[config.mk]
export PLATFORM = sky130hd
export DESIGN_NAME = one_mismatch_substring_search
export DESIGN_NICKNAME = d
export VERILOG_FILES = /design/src/rtl/core/omss_pkg.sv /design/src/rtl/core/omss_cell.sv /design/src/rtl/core/one_mismatch_substring_search.sv
export SDC_FILE = /design/constraint.sdc
export NUM_CORES = 1
export LEC_CHECK = 0
export BUFFER_PORTS_ARGS = -buffer_cell sky130_fd_sc_hd__clkbuf_2
export CAP_MARGIN = 20
export CORE_AREA = 2 2 175 177
export DETAILED_ROUTE_END_ITERATION = 8
export DIE_AREA = 0 0 177 179
export GPL_TIMING_DRIVEN = 0
export PLACE_DENSITY_LB_ADDON = 0.25
export SYNTH_ARGS = -nofsm -noshare
export SYNTH_HDL_FRONTEND = slang
export SYNTH_SLANG_ARGS = --single-unit
[constraint.sdc]
create_clock -name clock -period 4.95 [get_ports clock]
set_input_delay 0.2475 -clock clock [delete_from_list [all_inputs] [get_ports clock]]
set_output_delay 0.2475 -clock clock [all_outputs]
set_load 0.01 [all_outputs]
[src/rtl/core/omss_pkg.sv]
package omss_pkg;

   localparam int SYMBOL_W = 8;
   localparam int START_W  = 17;
   localparam int CNT_W    = 2;

   localparam int MAX_PATTERN_DEFAULT = 32;
   localparam int MAX_TEXT_DEFAULT    = 65536;

   localparam logic MODE_PATTERN = 1'b0;
   localparam logic MODE_TEXT    = 1'b1;

   // mismatch counts stop here
   localparam logic [CNT_W-1:0] CNT_SAT = 2'd2;
   // largest count that still counts as a hit
   localparam logic [CNT_W-1:0] CNT_HIT_MAX = 2'd1;

   // "no hit" index, -1 in 17 bits
   localparam logic signed [START_W-1:0] START_NONE = '1;

   // alignment handed from one cell to the next
   typedef struct packed {
      logic             valid;
      logic [CNT_W-1:0] cnt;
   } link_type;

   // per-cell controls for one item
   typedef struct packed {
      logic advance;
      logic flush;
      logic load;
   } ctl_type;

endpackage

[src/rtl/core/omss_cell.sv]
// One alignment stage: holds one pattern symbol, compares it with the
// incoming text symbol and passes the updated count on.
module omss_cell (
   input  logic                          clock,
   input  logic                          reset,
   input  omss_pkg::ctl_type             ctl,
   input  logic [omss_pkg::SYMBOL_W-1:0] load_symbol,
   input  logic [omss_pkg::SYMBOL_W-1:0] text_symbol,
   input  logic                          tail_sel,
   input  omss_pkg::link_type            prev_link,
   output omss_pkg::link_type            next_link,
   output logic                          hit
);

   logic [omss_pkg::SYMBOL_W-1:0] pat_ff;
   omss_pkg::link_type            link_ff;
   omss_pkg::link_type            link_in;

   always_comb begin
      link_in.valid = prev_link.valid;
      if (prev_link.cnt != omss_pkg::CNT_SAT && text_symbol != pat_ff) begin
         link_in.cnt = prev_link.cnt + 1'b1;
      end else begin
         link_in.cnt = prev_link.cnt;
      end
   end

   // alignment finishes here when this is the pattern's last position
   assign hit = tail_sel && link_in.valid && (link_in.cnt <= omss_pkg::CNT_HIT_MAX);

   always_ff @(posedge clock) begin
      if (reset || ctl.flush) begin
         link_ff.valid <= 1'b0;
      end else if (ctl.advance) begin
         link_ff.valid <= link_in.valid;
      end
      if (ctl.advance) begin
         link_ff.cnt <= link_in.cnt;
      end
      if (ctl.load) begin
         pat_ff <= load_symbol;
      end
   end

   assign next_link = link_ff;

endmodule

[src/rtl/core/one_mismatch_substring_search.sv]
// Channel  | Ports                                                      | Direction
// ---------+------------------------------------------------------------+----------
// req      | req_valid req_stall req_mode req_symbol req_last           | in
// rsp      | rsp_valid rsp_stall rsp_start_index rsp_found              | out
//
// One item per cycle when no result is held under rsp_stall, pattern or text;
// a result is registered and shows in the cycle after the text item that causes it.
// Reset (synchronous) clears pattern length, closed flag and search state;
// pattern symbols are kept only as written.
// A result held under rsp_stall stalls the request side; nothing else stalls.
module one_mismatch_substring_search #(
   parameter int MAX_PATTERN = omss_pkg::MAX_PATTERN_DEFAULT,
   parameter int MAX_TEXT    = omss_pkg::MAX_TEXT_DEFAULT
) (
   input  logic                                clock,
   input  logic                                reset,
   input  logic                                req_valid,
   output logic                                req_stall,
   input  logic                                req_mode,
   input  logic [omss_pkg::SYMBOL_W-1:0]       req_symbol,
   input  logic                                req_last,
   output logic                                rsp_valid,
   input  logic                                rsp_stall,
   output logic signed [omss_pkg::START_W-1:0] rsp_start_index,
   output logic                                rsp_found
);

   localparam int LEN_W = $clog2(MAX_PATTERN + 1);
   localparam int POS_W = $clog2(MAX_TEXT + 1);
   // room for the start index arithmetic
   localparam int SUM_W = (POS_W > omss_pkg::START_W) ? POS_W : omss_pkg::START_W;

   logic [LEN_W-1:0] pattern_length_ff, pattern_length_in;
   logic             pattern_closed_ff, pattern_closed_in;
   logic [POS_W-1:0] text_position_ff, text_position_in;
   logic             hit_seen_ff, hit_seen_in;

   logic                                rsp_valid_ff, rsp_valid_in;
   logic signed [omss_pkg::START_W-1:0] rsp_start_index_ff, rsp_start_index_in;
   logic                                rsp_found_ff, rsp_found_in;

   logic             accept;
   logic             pat_step;
   logic             text_step;
   logic             advance;
   logic             flush;
   logic             hit;
   logic [LEN_W-1:0] wr_base;
   logic             wr_ok;
   logic [SUM_W-1:0] hit_index;

   omss_pkg::link_type           links [MAX_PATTERN+1];
   logic [MAX_PATTERN-1:0]       cell_hit;

   // ---------------------------------------------------------------
   // Handshake: take an item unless a result is stuck in the output.
   // ---------------------------------------------------------------
   assign req_stall = rsp_valid_ff && rsp_stall;
   assign accept    = req_valid && !req_stall;

   assign pat_step  = accept && (req_mode == omss_pkg::MODE_PATTERN);
   // text before the pattern is closed is dropped silently
   assign text_step = accept && (req_mode == omss_pkg::MODE_TEXT) && pattern_closed_ff
                      && (pattern_length_ff != '0);
   // past the text limit symbols no longer enter the row
   assign advance   = text_step && (text_position_ff < POS_W'(MAX_TEXT));

   // a new pattern after a closed one starts over from slot zero
   assign wr_base = pattern_closed_ff ? '0 : pattern_length_ff;
   assign wr_ok   = wr_base < LEN_W'(MAX_PATTERN);

   assign flush = (pat_step && pattern_closed_ff) || (text_step && req_last);

   // ---------------------------------------------------------------
   // Cell row: cell i holds the alignment that started i symbols ago.
   // ---------------------------------------------------------------
   assign links[0].valid = 1'b1;
   assign links[0].cnt   = '0;

   for (genvar i = 0; i < MAX_PATTERN; i++) begin : g_cell
      omss_pkg::ctl_type ctl;
      logic              tail_sel;

      assign ctl.advance = advance;
      assign ctl.flush   = flush;
      assign ctl.load    = pat_step && wr_ok && (wr_base == LEN_W'(i));
      assign tail_sel    = (pattern_length_ff == LEN_W'(i + 1));

      omss_cell u_cell (
         .clock       (clock),
         .reset       (reset),
         .ctl         (ctl),
         .load_symbol (req_symbol),
         .text_symbol (req_symbol),
         .tail_sel    (tail_sel),
         .prev_link   (links[i]),
         .next_link   (links[i+1]),
         .hit         (cell_hit[i])
      );
   end

   // only the first hit of a text run is reported
   assign hit = advance && !hit_seen_ff && (|cell_hit);

   // start = position - (length - 1)
   assign hit_index = SUM_W'(text_position_ff) - SUM_W'(pattern_length_ff) + SUM_W'(1);

   // ---------------------------------------------------------------
   // Search and pattern bookkeeping
   // ---------------------------------------------------------------
   always_comb begin
      pattern_length_in = pattern_length_ff;
      pattern_closed_in = pattern_closed_ff;
      text_position_in  = text_position_ff;
      hit_seen_in       = hit_seen_ff;

      if (pat_step) begin
         pattern_length_in = wr_ok ? wr_base + 1'b1 : wr_base;
         pattern_closed_in = req_last;
      end

      if (flush) begin
         text_position_in = '0;
         hit_seen_in      = 1'b0;
      end else begin
         if (advance) begin
            text_position_in = text_position_ff + 1'b1;
         end
         if (hit) begin
            hit_seen_in = 1'b1;
         end
      end
   end

   // ---------------------------------------------------------------
   // Output register
   // ---------------------------------------------------------------
   always_comb begin
      priority if (hit) begin
         rsp_valid_in       = 1'b1;
         rsp_start_index_in = hit_index[omss_pkg::START_W-1:0];
         rsp_found_in       = 1'b1;
      end else if (text_step && req_last && !hit_seen_ff) begin
         rsp_valid_in       = 1'b1;
         rsp_start_index_in = omss_pkg::START_NONE;
         rsp_found_in       = 1'b0;
      end else begin
         rsp_valid_in       = rsp_valid_ff && rsp_stall;
         rsp_start_index_in = rsp_start_index_ff;
         rsp_found_in       = rsp_found_ff;
      end
   end

   always_ff @(posedge clock) begin
      if (reset) begin
         pattern_length_ff <= '0;
         pattern_closed_ff <= 1'b0;
         text_position_ff  <= '0;
         hit_seen_ff       <= 1'b0;
         rsp_valid_ff      <= 1'b0;
      end else begin
         pattern_length_ff <= pattern_length_in;
         pattern_closed_ff <= pattern_closed_in;
         text_position_ff  <= text_position_in;
         hit_seen_ff       <= hit_seen_in;
         rsp_valid_ff      <= rsp_valid_in;
      end
      rsp_start_index_ff <= rsp_start_index_in;
      rsp_found_ff       <= rsp_found_in;
   end

   assign rsp_valid       = rsp_valid_ff;
   assign rsp_start_index = rsp_start_index_ff;
   assign rsp_found       = rsp_found_ff;

endmodule

==> results by group <==
Clocking
  – Clock latency at the later pin of the worst-skew pair: 540 ps
  – CTS root buf: sky130_fd_sc_hd__clkbuf_16
  – H-tree lvl count: 2
  – Clock transition at path regs: 60 ps
  – CTS Buf Count: 42
  – Clock Tree Buf Depth: 3
  – Num Clock Sinks: 392
  – CTS tree: yes

Detailed routing
  – Via density: 5.83
  – Post-Route M1 WL: 17200 µm
  – Via count: 11400
  – Routed len/inst: 21.4 µm
  – DRC violation total after the first TritonRoute iteration: 993
  – Wire length reported by the detailed router: 42100 µm
  – Met2 routed WL: 20400 µm
  – Number of routed nets with antenna violations: 0
  – Drc violations: 0
  – DR WL met3: 2720 µm
  – Highest metal used: met4
  – Number of iterations in the first detailed-routing pass: 6

Synth
  – Netlist cell types: 59
  – Cell count after synthesis: 1455
  – Warning count from the yosys run: 0
  – Total standard cell area after synthesis: 18600 µm²
  – Prevailing post-synth register cell: sky130_fd_sc_hd__edfxtp_1
  – Async set or reset register ratio after synthesis: 0%
  – Syn avg cell area: 12.8 µm²
  – Syn_nets: 1536
  – Number of flops mapped to enable cells by yosys: 334
  – Sequential-to-total area share from yosys stat: 60.3%
  – FF+latch count, synth: 392

Timing
  – Count of endpoints failing hold in the final timing report: 0
  – Slew margin rel.: 26.7%
  – Worst Tran Pin Value: 1080 ps
  – Number of setup violations in the final report: 0
  – Setup repair after global routing missed its margin: false
  – Min setup slack post-route: 223 ps
  – Max Freq: 0.212 GHz
  – Setup Skew: 20.9 ps
  – Tcrit/Tclk final: 95.5%
  – Number of slew-limit violations in the final report: 0
  – Crit path time final: 4730 ps

Power and ir drop
  – P per Cell Area: 340 nW/µm²
  – Peak ir drop on the vdd network: 0.329 mV
  – Static Leak: 7.68 nW

Worst setup path
  – Startpoint of the worst-slack reg-to-reg timing path: g_cell[11].u_cell.pat_ff[6]
  – Maximum fanout count along the critical path: 33
  – Kind of critical path: primary input to flop
  – R2R cell count: 9
  – Required time at the worst-slack endpoint: 5050 ps
  – Worst flop-to-flop path endpoint: rsp_start_index[9]
  – Start point of the critical path: req_symbol[0]
  – Arrival time at the worst endpoint: 4830 ps
  – R2r setup slk: 830 ps
  – End point of the critical path: rsp_start_index[9]
  – CP startpoint kind: primary input
  – Critical Path End Type: flop

Final layout
  – Fin area: 20600 µm²
  – Number of fill cells: 2124
  – Multi-input logic area: 6650 µm²
  – Total area of sequential cells: 11200 µm²
  – Fraction of layout instances using a drive strength above 1: 9.57%
  – Number of nets in the final layout: 1616
  – Commonest cells after routing, fill and taps aside: sky130_fd_sc_hd__edfxtp_1 (334), sky130_fd_sc_hd__xor2_1 (265), sky130_fd_sc_hd__nand2_1 (102)
  – Final Instance Count excl. Fillers: 1964
  – End-of-flow core utilization: 68.7%
  – Growth of design area from synthesis to finish: 11.2%
  – Most common cell after layout, fill and taps aside: sky130_fd_sc_hd__edfxtp_1

Die
  – Die Height: 179 µm
  – Effective utilization at floorplan: 61.8%
  – Number of primary I/O pins: 34
  – Cell Rows: 64
  – Overall die width: 177 µm
  – Placeable core region: 30000 µm²
  – Die area: 31700 µm²

GRT
  – Number of global-route vias before repair: 11400
  – Total track usage: 27.3%
  – Maximum number of pins on one net before global-route repair: 44
  – Antenna violations before repair: 1
  – Global route overflow: 0
  – Global-route wire length before repair: 64400 µm

Placement
  – RD Place Congestion: 0.990
  – Dpl cells: 1884
  – Area after detailed placement: 19200 µm²
  – Place WS: -368 ps
  – Post-DP HPWL: 27100 µm
  – Port Buffers: 32

Hold path
  – Hold path cells: 2
  – Worst min-delay path class: primary input to flop

Run status
  – Status: completed

Flow run
  – Max-capacitance violation count: 0
-- state kept, by name, summed over array words and instances, names as in the netlist --
register / count
g_cell.u_cell.next_link: 92
g_cell.u_cell.pat_ff: 256
pattern_length_ff: 6
pattern_closed_ff: 1
hit_seen_ff: 1
rsp_found: 1
text_position_ff: 17
rsp_valid: 1
rsp_start_index: 17
-- report_power, final --
part           switching, W  internal (W)
clock               0.00127       0.00185
combinational      0.000213     0.0000961
sequential       0.00000631       0.00358
-- cells by family after synthesis --
logic type / count (synthesis) / share of synthesized area (%)
xor+xnor: 308 / 14.5
simple gates: 372 / 10.2
flops: 392 / 60.3
compound gates: 147 / 4.96
fa+ha+maj: 67 / 4.56
mux: 29 / 1.58
buf+inv: 140 / 3.86
-- worst max-delay path: stages --
cell and delay, ps:
sky130_fd_sc_hd__buf_2 710, sky130_fd_sc_hd__buf_4 300, sky130_fd_sc_hd__buf_6 200, sky130_fd_sc_hd__buf_4 270
sky130_fd_sc_hd__xor2_1 100, sky130_fd_sc_hd__nor4_1 810, sky130_fd_sc_hd__a21o_1 280, sky130_fd_sc_hd__a211oi_1 90
sky130_fd_sc_hd__a221oi_1 250, sky130_fd_sc_hd__nand4_1 300, sky130_fd_sc_hd__o311ai_4 580, sky130_fd_sc_hd__buf_6 220
sky130_fd_sc_hd__nand2_1 450
-- per-stage QoR --
stage	setup TNS, ps	hold WS, ps	total power, W
finish	0	81.6	0.00702
CTS	0	67.5	0.00705
floorplan	0	346	0.00384
detailed placement	-6240	438	0.00396
global placement	-61570	434	0.00395
global route	0	68.3	0.00720
-- cell usage after synthesis, types with 8 or more instances --
cell	number	area share, %
sky130_fd_sc_hd__and2_1	13	0.44
sky130_fd_sc_hd__clkbuf_1	14	0.28
sky130_fd_sc_hd__xor2_1	265	13
sky130_fd_sc_hd__ha_1	66	4.4
sky130_fd_sc_hd__xnor2_1	43	2.0
sky130_fd_sc_hd__nor2_1	87	1.8
sky130_fd_sc_hd__and3_1	12	0.40
sky130_fd_sc_hd__nand4_1	20	0.67
sky130_fd_sc_hd__buf_6	17	1.0
sky130_fd_sc_hd__buf_4	16	0.65
sky130_fd_sc_hd__nand3_1	16	0.43
sky130_fd_sc_hd__nor4_1	64	2.2
sky130_fd_sc_hd__a21oi_1	83	2.2
sky130_fd_sc_hd__nand4b_1	11	0.52
sky130_fd_sc_hd__a21o_1	13	0.53
sky130_fd_sc_hd__edfxtp_1	334	54
sky130_fd_sc_hd__dfxtp_1	58	6.3
sky130_fd_sc_hd__inv_1	83	1.7
sky130_fd_sc_hd__a211oi_1	8	0.32
sky130_fd_sc_hd__nand2_1	102	2.1
sky130_fd_sc_hd__o21ai_0	11	0.30
sky130_fd_sc_hd__mux2i_1	27	1.5
sky130_fd_sc_hd__nand2b_1	13	0.44
-- cell type report --
type	instances	share of cell area [%]
repair buffers	36	0.994
flip-flops and latches	392	54.2
clock buffers	47	5.29
plain buffers	56	1.95
inverters	84	1.53
diodes	1	0.0121
multi-input cells	923	32.2
clock inverters	29	1.35
well taps	396	2.40
-- how the worst min path moves through the flow --
| stage | start | endpoint | slack, ps |
|---|---|---|---|
| after floorplan | req_symbol[0] | g_cell[0].u_cell.pat_ff[0] | 350 |
| after CTS | reset | pattern_length_ff[1] | 70 |
| after global routing | reset | pattern_length_ff[1] | 70 |
| after detailed placement | rsp_found | rsp_found | 440 |
| after global placement | rsp_found | rsp_found | 430 |
| final | reset | pattern_length_ff[1] | 80 |
-- routing by layer --
| metal | vias up | global-route usage (%) |
|---|---|---|
| met1 | 5606 | 35.2 |
| met3 | 128 | 4.64 |
| met2 | 401 | 46.2 |
| li1 | 5307 | - |
| met4 | 0 | 11.2 |
| met5 | - | 0 |
-- timing repair --
item,4_1_cts,5_1_grt
hold buffers,2,0
buffers inserted,0,0
gates resized for setup,0,5
hold endpoints to repair,2,0
endpoints found under the setup margin,0,17
Power figures use the tool's default switching activity.
